## config.mk

```make
export PLATFORM = sky130hd
export DESIGN_NAME = icmp_echo_responder
export DESIGN_NICKNAME = d
export VERILOG_FILES = /design/src/rtl/core/icmp_pkg.sv /design/src/rtl/core/icmp_csum.sv /design/src/rtl/core/icmp_regs.sv /design/src/rtl/core/icmp_echo_responder.sv
export SDC_FILE = /design/constraint.sdc
export NUM_CORES = 2
export LEC_CHECK = 0
export BUFFER_PORTS_ARGS = -buffer_cell sky130_fd_sc_hd__buf_2
export CORE_ASPECT_RATIO = 1.4
export CORE_MARGIN = 2
export CORE_UTILIZATION = 30
export CTS_CLUSTER_DIAMETER = 50
export CTS_CLUSTER_SIZE = 25
export DETAILED_ROUTE_END_ITERATION = 10
export PLACE_DENSITY = 0.42
export SLEW_MARGIN = 20
export SYNTH_ARGS = -nofsm -noshare
export SYNTH_HDL_FRONTEND = slang
export SYNTH_SLANG_ARGS = --single-unit
```

## constraint.sdc

```tcl
create_clock -name clk_i -period 18.05 [get_ports clk_i]
set_clock_uncertainty 0.2 [all_clocks]
set_input_delay 3.61 -clock clk_i [delete_from_list [all_inputs] [get_ports clk_i]]
set_output_delay 3.61 -clock clk_i [all_outputs]
set_load 0.03 [all_outputs]
```

## src/rtl/core/icmp_pkg.sv

```systemverilog
package icmp_pkg;

  // Default frame store depth in bytes.
  localparam int MaxFrameDef = 256;

  // Width of the checksum accumulator in the shared adder.
  localparam int AccW = 32;

  // Shortest frame that can carry an echo request.
  localparam int MinFrame = 42;

  // Bytes of the frame that the header registers hold.
  localparam int HdrBytes = 38;

  // Register indexes on the configuration port.
  localparam logic [1:0] RegServerIp  = 2'd0;
  localparam logic [1:0] RegRedirIp   = 2'd1;
  localparam logic [1:0] RegTraceDist = 2'd2;
  localparam logic [1:0] RegFloodLim  = 2'd3;

  // Register reset values.
  localparam logic [31:0] ServerIpRst  = 32'hC0A8_0170;
  localparam logic [31:0] RedirIpRst   = 32'h0808_0808;
  localparam logic [4:0]  TraceDistRst = 5'd0;
  localparam logic [7:0]  FloodLimRst  = 8'd10;

  // Operation codes of an input item.
  localparam logic OpByte = 1'b0;
  localparam logic OpTick = 1'b1;

  // ICMP types written into the reply.
  localparam logic [3:0] TypeEchoReply = 4'd0;
  localparam logic [3:0] TypeUnreach   = 4'd3;
  localparam logic [3:0] TypeQuench    = 4'd4;
  localparam logic [3:0] TypeRedirect  = 4'd5;
  localparam logic [3:0] TypeTimeExc   = 4'd11;
  localparam logic [3:0] TypeParamProb = 4'd12;

  typedef struct packed {
    logic       op;
    logic [7:0] data_byte;
    logic       last;
  } in_t;

  typedef struct packed {
    logic [63:0] word;
    logic [3:0]  byte_count;
    logic [3:0]  reply_type;
    logic        end_of_frame;
  } out_t;

  typedef struct packed {
    logic [31:0] server_ip;
    logic [31:0] redirect_ip;
    logic [4:0]  trace_distance;
    logic [7:0]  flood_limit;
  } cfg_t;

  // Control of the shared checksum adder.
  typedef struct packed {
    logic clr;
    logic add;
  } csum_ctl_t;

endpackage

```

## src/rtl/core/icmp_csum.sv

```systemverilog
module icmp_csum (
  input  logic                  clk_i,
  input  logic                  rst_ni,
  input  icmp_pkg::csum_ctl_t   ctl_i,
  input  logic [3:0][15:0]      words_i,
  output logic [15:0]           sum_o
);

  logic [icmp_pkg::AccW-1:0] acc_q, acc_d;
  logic [icmp_pkg::AccW-1:0] fold1, fold2;

  // Accumulate up to four 16-bit words per step.
  always_comb begin
    acc_d = acc_q;
    if (ctl_i.clr) begin
      acc_d = '0;
    end else if (ctl_i.add) begin
      acc_d = acc_q + icmp_pkg::AccW'(words_i[0]) + icmp_pkg::AccW'(words_i[1])
                    + icmp_pkg::AccW'(words_i[2]) + icmp_pkg::AccW'(words_i[3]);
    end
  end

  always_ff @(posedge clk_i or negedge rst_ni) begin
    if (!rst_ni) begin
      acc_q <= '0;
    end else begin
      acc_q <= acc_d;
    end
  end

  // Fold the carries back in and complement.
  assign fold1 = (acc_q >> 16) + icmp_pkg::AccW'(acc_q[15:0]);
  assign fold2 = fold1 + (fold1 >> 16);
  assign sum_o = ~fold2[15:0];

endmodule

```

## src/rtl/core/icmp_regs.sv

```systemverilog
module icmp_regs (
  input  logic              clk_i,
  input  logic              rst_ni,
  input  logic              psel,
  input  logic              penable,
  input  logic              pwrite,
  input  logic [3:0]        paddr,
  input  logic [31:0]       pwdata,
  output logic [31:0]       prdata,
  output logic              pready,
  output icmp_pkg::cfg_t    cfg_o
);

  icmp_pkg::cfg_t cfg_q;
  logic           wr_en;

  assign pready = 1'b1;
  assign wr_en  = psel && penable && pwrite;

  // Register writes on the access phase of a transfer.
  always_ff @(posedge clk_i or negedge rst_ni) begin
    if (!rst_ni) begin
      cfg_q.server_ip      <= icmp_pkg::ServerIpRst;
      cfg_q.redirect_ip    <= icmp_pkg::RedirIpRst;
      cfg_q.trace_distance <= icmp_pkg::TraceDistRst;
      cfg_q.flood_limit    <= icmp_pkg::FloodLimRst;
    end else if (wr_en) begin
      unique case (paddr[3:2])
        icmp_pkg::RegServerIp:  cfg_q.server_ip      <= pwdata;
        icmp_pkg::RegRedirIp:   cfg_q.redirect_ip    <= pwdata;
        icmp_pkg::RegTraceDist: cfg_q.trace_distance <= pwdata[4:0];
        icmp_pkg::RegFloodLim:  cfg_q.flood_limit    <= pwdata[7:0];
        default: ;
      endcase
    end
  end

  // Read back.
  always_comb begin
    unique case (paddr[3:2])
      icmp_pkg::RegServerIp:  prdata = cfg_q.server_ip;
      icmp_pkg::RegRedirIp:   prdata = cfg_q.redirect_ip;
      icmp_pkg::RegTraceDist: prdata = {27'd0, cfg_q.trace_distance};
      icmp_pkg::RegFloodLim:  prdata = {24'd0, cfg_q.flood_limit};
      default:                prdata = '0;
    endcase
  end

  assign cfg_o = cfg_q;

endmodule

```

## src/rtl/core/icmp_echo_responder.sv

```systemverilog
// Channel   | Signals                         | Transfer
// ----------+---------------------------------+-----------------------------------
// input     | start, busy, in_i               | start high while busy is low
// result    | res_valid_o, res_o              | every cycle res_valid_o is high
// config    | psel, penable, pwrite, paddr,   | psel, penable, pwrite, pready high
//           | pwdata, prdata, pready          |
//
// While the frame is collected, a frame byte or a tick is accepted whenever busy is low.
// After the last byte the sequencer runs the decide state, IP header sum and fold,
// a read and an add per 8-byte row of ICMP sum and a fold, and a read and an output
// per reply word, which the shared checksum adder and single memory read port set.
// Reset is asynchronous and clears the control state; the memory is not cleared.
// The receiver cannot stall: each result is shown for exactly one cycle.
module icmp_echo_responder #(
  parameter int MAX_FRAME = icmp_pkg::MaxFrameDef
) (
  input  logic              clk_i,
  input  logic              rst_ni,
  input  logic              start,
  output logic              busy,
  input  icmp_pkg::in_t     in_i,
  output logic              res_valid_o,
  output icmp_pkg::out_t    res_o,
  input  logic              psel,
  input  logic              penable,
  input  logic              pwrite,
  input  logic [3:0]        paddr,
  input  logic [31:0]       pwdata,
  output logic [31:0]       prdata,
  output logic              pready
);

  localparam int LEN_W = $clog2(MAX_FRAME + 1);
  localparam int ROWS  = (MAX_FRAME + 7) / 8;
  localparam int ROW_W = $clog2(ROWS);
  localparam int OFF_W = LEN_W + 1;

  typedef enum logic [3:0] {
    S_IDLE, S_DECIDE, S_IPSUM, S_IPFOLD, S_ICRD, S_ICADD, S_ICFOLD, S_EMRD, S_EMOUT
  } state_e;

  icmp_pkg::cfg_t      cfg;
  icmp_pkg::csum_ctl_t csum_ctl;
  logic [3:0][15:0]    csum_words;
  logic [15:0]         csum_sum;

  state_e            state_q;
  logic [LEN_W-1:0]  len_q, end_q;
  logic [ROW_W-1:0]  row_q, last_ic_q, last_em_q;
  logic [1:0]        step_q;
  logic              win_q, trace_q, code_q;
  logic [7:0]        fc_q;
  logic [3:0]        type_q;
  logic [15:0]       ipsum_q, icsum_q;
  logic [7:0]        hdr_q [icmp_pkg::HdrBytes];
  logic [63:0]       mem [ROWS];
  logic [63:0]       rd_q;

  logic accept, store_ok;

  icmp_regs u_regs (
    .clk_i   (clk_i),
    .rst_ni  (rst_ni),
    .psel    (psel),
    .penable (penable),
    .pwrite  (pwrite),
    .paddr   (paddr),
    .pwdata  (pwdata),
    .prdata  (prdata),
    .pready  (pready),
    .cfg_o   (cfg)
  );

  icmp_csum u_csum (
    .clk_i   (clk_i),
    .rst_ni  (rst_ni),
    .ctl_i   (csum_ctl),
    .words_i (csum_words),
    .sum_o   (csum_sum)
  );

  assign busy     = (state_q != S_IDLE);
  assign accept   = start && !busy;
  assign store_ok = accept && (in_i.op == icmp_pkg::OpByte) && (len_q < LEN_W'(MAX_FRAME));

  // Frame memory: one byte lane written per byte, one row read in each read state.
  always_ff @(posedge clk_i) begin
    if (store_ok) begin
      mem[len_q[3 +: ROW_W]][8*(7 - int'(len_q[2:0])) +: 8] <= in_i.data_byte;
    end
    if (state_q == S_ICRD || state_q == S_EMRD) begin
      rd_q <= mem[row_q];
    end
  end

  // Header bytes kept in registers for the checks and rewrites.
  always_ff @(posedge clk_i) begin
    if (store_ok && len_q < LEN_W'(icmp_pkg::HdrBytes)) begin
      hdr_q[len_q[5:0]] <= in_i.data_byte;
    end
  end

  // Decision on the stored header.
  logic              frame_ok, param_bad, ttl_low;
  logic [7:0]        ttl, fc_inc;
  logic [31:0]       dst;
  logic [15:0]       total;
  logic [16:0]       tot_end;
  logic [LEN_W-1:0]  end_n, end_m1, len_m1;
  logic [3:0]        type_n;
  logic              code_n, trace_n;

  always_comb begin
    ttl       = hdr_q[22];
    dst       = {hdr_q[30], hdr_q[31], hdr_q[32], hdr_q[33]};
    frame_ok  = (len_q >= LEN_W'(icmp_pkg::MinFrame)) && (hdr_q[12] == 8'h08) &&
                (hdr_q[13] == 8'h00) && (hdr_q[23] == 8'h01) && (hdr_q[34] == 8'h08);
    param_bad = (hdr_q[14] != 8'h45);
    ttl_low   = (ttl <= 8'd1);
    fc_inc    = (fc_q == 8'hFF) ? fc_q : fc_q + 8'd1;
    type_n    = icmp_pkg::TypeEchoReply;
    code_n    = 1'b0;
    trace_n   = 1'b0;
    if (param_bad) begin
      type_n = icmp_pkg::TypeParamProb;
    end else if (ttl_low) begin
      type_n = icmp_pkg::TypeTimeExc;
    end else if (win_q && fc_inc > cfg.flood_limit) begin
      type_n = icmp_pkg::TypeQuench;
    end
    if (type_n == icmp_pkg::TypeEchoReply && dst != cfg.server_ip) begin
      type_n = (dst == cfg.redirect_ip) ? icmp_pkg::TypeRedirect : icmp_pkg::TypeUnreach;
      code_n = 1'b1;
    end
    if (ttl >= 8'd1 && ttl <= {3'd0, cfg.trace_distance}) begin
      type_n  = icmp_pkg::TypeTimeExc;
      code_n  = 1'b0;
      trace_n = 1'b1;
    end
    // The ICMP sum ends at the IP total length when that is at least 28 and fits the frame.
    total   = {hdr_q[16], hdr_q[17]};
    tot_end = {1'b0, total} + 17'd14;
    end_n   = (total >= 16'd28 && tot_end <= 17'(len_q)) ? LEN_W'(tot_end) : len_q;
    end_m1  = end_n - LEN_W'(1);
    len_m1  = len_q - LEN_W'(1);
  end

  // Rewritten header.
  logic [7:0]  nh [40];
  logic [31:0] src;

  always_comb begin
    src = trace_q ? {8'h0A, 16'h0000, hdr_q[22]} : cfg.server_ip;
    for (int i = 0; i < icmp_pkg::HdrBytes; i++) begin
      nh[i] = hdr_q[i];
    end
    nh[38] = 8'h00;
    nh[39] = 8'h00;
    for (int i = 0; i < 6; i++) begin
      nh[i]     = hdr_q[i + 6];
      nh[i + 6] = hdr_q[i];
    end
    for (int i = 0; i < 4; i++) begin
      nh[26 + i] = src[8*(3 - i) +: 8];
      nh[30 + i] = hdr_q[26 + i];
    end
    nh[24] = ipsum_q[15:8];
    nh[25] = ipsum_q[7:0];
    nh[34] = {4'd0, type_q};
    nh[35] = {7'd0, code_q};
    nh[36] = icsum_q[15:8];
    nh[37] = icsum_q[7:0];
  end

  // Operands for the shared adder.
  logic [OFF_W-1:0] base, off;
  logic [7:0]       hi_b, lo_b;
  logic             row4;

  always_comb begin
    base       = OFF_W'({row_q, 3'b000});
    row4       = (row_q == ROW_W'(4));
    csum_words = '0;
    csum_ctl   = '0;
    hi_b       = '0;
    lo_b       = '0;
    off        = '0;
    unique case (state_q)
      S_DECIDE, S_IPFOLD: begin
        csum_ctl.clr = 1'b1;
      end
      S_IPSUM: begin
        csum_ctl.add = 1'b1;
        case (step_q)
          2'd0: csum_words = {{nh[14], nh[15]}, {nh[16], nh[17]},
                              {nh[18], nh[19]}, {nh[20], nh[21]}};
          2'd1: csum_words = {{nh[22], nh[23]}, 16'h0000,
                              {nh[26], nh[27]}, {nh[28], nh[29]}};
          default: csum_words = {{nh[30], nh[31]}, {nh[32], nh[33]}, 16'h0000, 16'h0000};
        endcase
      end
      S_ICADD: begin
        csum_ctl.add = 1'b1;
        for (int k = 0; k < 4; k++) begin
          off  = base + OFF_W'(2 * k);
          hi_b = rd_q[63 - 16*k -: 8];
          lo_b = rd_q[55 - 16*k -: 8];
          if (row4 && k == 1) begin
            hi_b = {4'd0, type_q};
            lo_b = {7'd0, code_q};
          end else if (row4 && k == 2) begin
            hi_b = 8'h00;
            lo_b = 8'h00;
          end
          if (!(off >= OFF_W'(34) && off < OFF_W'(end_q))) begin
            hi_b = 8'h00;
          end
          if (!(off >= OFF_W'(34) && off + OFF_W'(1) < OFF_W'(end_q))) begin
            lo_b = 8'h00;
          end
          csum_words[3 - k] = {hi_b, lo_b};
        end
      end
      default: ;
    endcase
  end

  // Reply word assembly.
  logic [OFF_W-1:0] eoff, rem;

  always_comb begin
    res_valid_o       = (state_q == S_EMOUT);
    res_o.word        = '0;
    res_o.reply_type  = type_q;
    rem               = OFF_W'(len_q) - base;
    res_o.byte_count  = (rem >= OFF_W'(8)) ? 4'd8 : rem[3:0];
    res_o.end_of_frame = (base + OFF_W'(8) >= OFF_W'(len_q));
    eoff              = '0;
    for (int k = 0; k < 8; k++) begin
      eoff = base + OFF_W'(k);
      if (eoff < OFF_W'(len_q)) begin
        if (eoff < OFF_W'(icmp_pkg::HdrBytes)) begin
          res_o.word[63 - 8*k -: 8] = nh[{row_q[2:0], 3'(k)}];
        end else begin
          res_o.word[63 - 8*k -: 8] = rd_q[63 - 8*k -: 8];
        end
      end
    end
  end

  // Sequencer.
  always_ff @(posedge clk_i or negedge rst_ni) begin
    if (!rst_ni) begin
      state_q   <= S_IDLE;
      len_q     <= '0;
      end_q     <= '0;
      row_q     <= '0;
      last_ic_q <= '0;
      last_em_q <= '0;
      step_q    <= '0;
      win_q     <= 1'b0;
      fc_q      <= '0;
      trace_q   <= 1'b0;
      code_q    <= 1'b0;
      type_q    <= icmp_pkg::TypeEchoReply;
      ipsum_q   <= '0;
      icsum_q   <= '0;
    end else begin
      unique case (state_q)
        S_IDLE: begin
          if (accept) begin
            if (in_i.op == icmp_pkg::OpTick) begin
              win_q <= 1'b0;
            end else begin
              if (store_ok) begin
                len_q <= len_q + LEN_W'(1);
              end
              if (in_i.last) begin
                state_q <= S_DECIDE;
              end
            end
          end
        end
        S_DECIDE: begin
          if (!frame_ok) begin
            len_q   <= '0;
            state_q <= S_IDLE;
          end else begin
            if (!param_bad && !ttl_low) begin
              if (win_q) begin
                fc_q <= fc_inc;
              end else begin
                win_q <= 1'b1;
                fc_q  <= '0;
              end
            end
            type_q    <= type_n;
            code_q    <= code_n;
            trace_q   <= trace_n;
            ipsum_q   <= '0;
            icsum_q   <= '0;
            end_q     <= end_n;
            last_ic_q <= ROW_W'(end_m1 >> 3);
            last_em_q <= ROW_W'(len_m1 >> 3);
            step_q    <= '0;
            state_q   <= S_IPSUM;
          end
        end
        S_IPSUM: begin
          step_q <= step_q + 2'd1;
          if (step_q == 2'd2) begin
            state_q <= S_IPFOLD;
          end
        end
        S_IPFOLD: begin
          ipsum_q <= csum_sum;
          row_q   <= ROW_W'(4);
          state_q <= S_ICRD;
        end
        S_ICRD: begin
          state_q <= S_ICADD;
        end
        S_ICADD: begin
          if (row_q == last_ic_q) begin
            state_q <= S_ICFOLD;
          end else begin
            row_q   <= row_q + ROW_W'(1);
            state_q <= S_ICRD;
          end
        end
        S_ICFOLD: begin
          icsum_q <= csum_sum;
          row_q   <= '0;
          state_q <= S_EMRD;
        end
        S_EMRD: begin
          state_q <= S_EMOUT;
        end
        S_EMOUT: begin
          if (row_q == last_em_q) begin
            len_q   <= '0;
            state_q <= S_IDLE;
          end else begin
            row_q   <= row_q + ROW_W'(1);
            state_q <= S_EMRD;
          end
        end
        default: state_q <= S_IDLE;
      endcase
    end
  end

endmodule

```

==> impl_metrics.py <==
metrics = {
    "run": {
        "max_cap_violations": 0,
    },
    "sta": {
        "setup_viol": 0,
        "rsz0062_at_grt": "false",
        "fmax_mhz": 108.1,
        "hold_viol_final": 0,
        "slew_viol_final": 0,
        "timing.final.crit_share": 0.5127,
        "tightest_slew_ns": 1.251,
        "maxSlewHeadroom": 0.1641,
        "post-route-min-period_ns": 9.254,
        "fin_setup_tns_ns": 0,
    },
    "setup_path": {
        "cp-start-kind": "flip-flop",
        "regToRegSetupSlack_ns": 9.57,
        "path_max_fanout": 48,
        "cp.arrival_ns": 5.44,
        "critical_path_class": "flip-flop to output port",
        "cp-end-kind": "output port",
        "cp.required_ns": 14.24,
    },
    "floorplan": {
        "fp.dieW_um": 511.9,
        "num_rows": 261,
        "die_h_um": 715.0,
        "die_area_mm2": 0.3660,
        "start_util": 0.3008,
        "core_mm2": 0.3602,
        "ios": 160,
    },
    "drt": {
        "drtAntennaViolNets": 0,
        "drtIter0Drc": 5167,
        "viasPerCell": 5.194,
        "vias": 57920,
        "avgRoutedWirePerCell_um": 32.47,
        "dr.pass1.iters": 6,
        "drc": 0,
        "drt-total-wl_mm": 362.1,
    },
    "yosys": {
        "synthesis.area_mm2": 0.1083,
        "yosysTopAreaCellShare": 0.6586,
        "synth.avg_cell_area_um2": 17.95,
        "ys.warnings.count": 0,
        "ys_ff_latch": 2571,
        "synth_top_cells_by_area": "edfxtp_1 (66%), mux4_2 (14%), dfrtp_1 (4.2%)",
        "yosysTopAreaCell": "edfxtp_1",
        "synth_cells": 6037,
        "async_flop_share": 0.07585,
        "synthTopCellsByCount": "edfxtp_1 (2376), mux4_2 (690), nor2_1 (476)",
        "synthFlopType": "edfxtp_1",
        "synth_cell_type_count": 94,
        "synth_nets": 6237,
        "yosysMostFrequentCell": "edfxtp_1",
        "yosysSeqAreaShare": 0.7038,
        "synth_edf_count": 2376,
    },
    "cts": {
        "clkSlewWorstSetupHoldPaths_ns": 0.08,
        "numClockSinks": 2571,
        "clock-root-buffer": "clkbuf_16",
        "htree_num_levels": 4,
        "cts.repair.resized": 0,
        "cts_hold_buffers": 0,
        "cts_tree": "done",
        "cts_buffers": 204,
        "clk_latency_ns": 0.93,
        "cts_setup_buffers": 0,
        "cts_buffer_depth": 4,
    },
    "layout": {
        "fin_util": 0.3404,
        "fin_area_mm2": 0.1226,
        "n_fill_cell": 34170,
        "drive_above_1_share": 0.2478,
        "finish.net_count": 6433,
        "final_cells": 11150,
        "area_growth_syn_to_layout_pct": 13.17,
    },
    "power": {
        "p_leak_uw": 0.04048,
        "power_density_mw_per_mm2": 104.5,
        "irDropWorstVdd_mv": 0.08568,
        "power_uw": 12810,
    },
    "global_route": {
        "grt_usage": 0.1957,
        "grt_pass1_wl_mm": 500.3,
        "overflow": 0,
        "grt_start_max_net_pins": 119,
        "grt_pass1_vias": 60090,
        "antenna_found_initial": 32,
    },
    "outcome": {
        "status": "completed",
    },
    "place": {
        "dp_cells": 10760,
        "dpl.hpwl_mm": 242.6,
        "place_area_mm2": 0.1153,
        "gp_congestion": 0.9507,
        "io_buffers": 156,
    },
    "worst_hold_path": {
        "hp-class": "flip-flop to flip-flop",
    },
}
layout make-up:
| class | instances | area, um2 | share of cell area |
|---|---|---|---|
| Tap cell | 4734 | 5923 | 0.04831 |
| Timing Repair Buffer | 309 | 2037 | 0.01661 |
| Clock buffer | 211 | 5205 | 0.04245 |
| Antenna cell | 18 | 45.04 | 0.0003674 |
| Inverter | 142 | 541.8 | 0.004419 |
| Clock inverter | 162 | 2041 | 0.01664 |
| Multi-Input combinational cell | 3005 | 30550 | 0.2492 |
| Sequential cell | 2571 | 76260 | 0.6220 |
registers in the layout, summed over array words and instances, names as in the netlist, 9 cells and up:
register and count:
mem 2048, rd_q 64, icsum_q 16, u_csum.acc_q 32, ipsum_q 16, hdr_q 264
u_regs.cfg_o 77, len_q 9, end_q 9
cell families (layout without fill, tap and decap cells):
kind of cell | after synthesis | after routing | synth area share
DFF | 2571 | 2571 | 0.7038
and+or+nand+nor | 1302 | 1302 | 0.05333
muxes | 836 | 836 | 0.1579
AOI/OAI and AO/OA | 579 | 579 | 0.03691
buffers and inverters | 461 | 824 | 0.01636
adders and majority gates | 148 | 148 | 0.02049
xor gates and xnor gates | 139 | 139 | 0.01124
other | 1 | 19 | 0.00003461
worst paths after layout:
| check | from | to | depth (start not counted) |
|---|---|---|---|
| worst max-delay path | row_q[0] | res_o[37] | 9 |
| worst min-delay path | ipsum_q[9] | ipsum_q[9] | 2 |
| worst max register to register | row_q[0] | u_csum.acc_q[31] | 20 |
| worst min register to register | ipsum_q[9] | ipsum_q[9] | 2 |
| max in group asynchronous | rst_ni | u_csum.acc_q[30] | 2 |
| min in group asynchronous | rst_ni | fc_q[2] | 1 |
report_power, final:
part	switching (uW)	internal, uW	total, uW
Sequential	93.3	6770	6860
Combinational	756	223	980
Clock	2550	2410	4970
layout by cell type, fill, tap and decap left out, types with 31 or more instances in the layout:
cell / instances
xnor2_1: 45
inv_8: 33
a21oi_1: 97
a211oi_1: 38
ha_1: 98
clkbuf_16: 207
mux2i_1: 65
inv_1: 133
mux2_2: 81
nor3_1: 60
xor2_1: 94
nand2_1: 430
nor2_1: 446
buf_4: 144
edfxtp_1: 2376
fa_1: 49
mux4_2: 690
buf_2: 155
o21ai_0: 117
o2bb2ai_1: 31
and2_1: 31
a22oi_1: 52
nand3_1: 80
inv_6: 33
dfrtp_1: 176
per-layer routing:
metal  share of wire  vias to the layer above  global-route usage
li1                -                    24460                   -
met1            0.38                    31110              0.2301
met2            0.52                     1757              0.3502
met3           0.044                      578             0.02412
met4           0.059                       10             0.09941
met5         0.00014                        -                   0
worst max-delay path, stage by stage, from the launching register on:
cell	delay, ns
dfrtp_4	0.83
buf_4	0.75
inv_1	0.14
buf_4	0.30
nor2_1	0.56
buf_4	0.33
a221oi_1	0.24
o31a_1	0.36
a211oi_1	0.58
buf_2	0.32
per-stage QoR:
step	setup WS (ns)	hold WS, ns
CTS	8.685	0.3018
detailed placement	9.082	0.2790
global route	8.694	0.3280
floorplan	9.252	0.2433
finish	8.796	0.3033
global placement	9.109	0.2741
No activity file was read; power rests on OpenSTA's default activity.
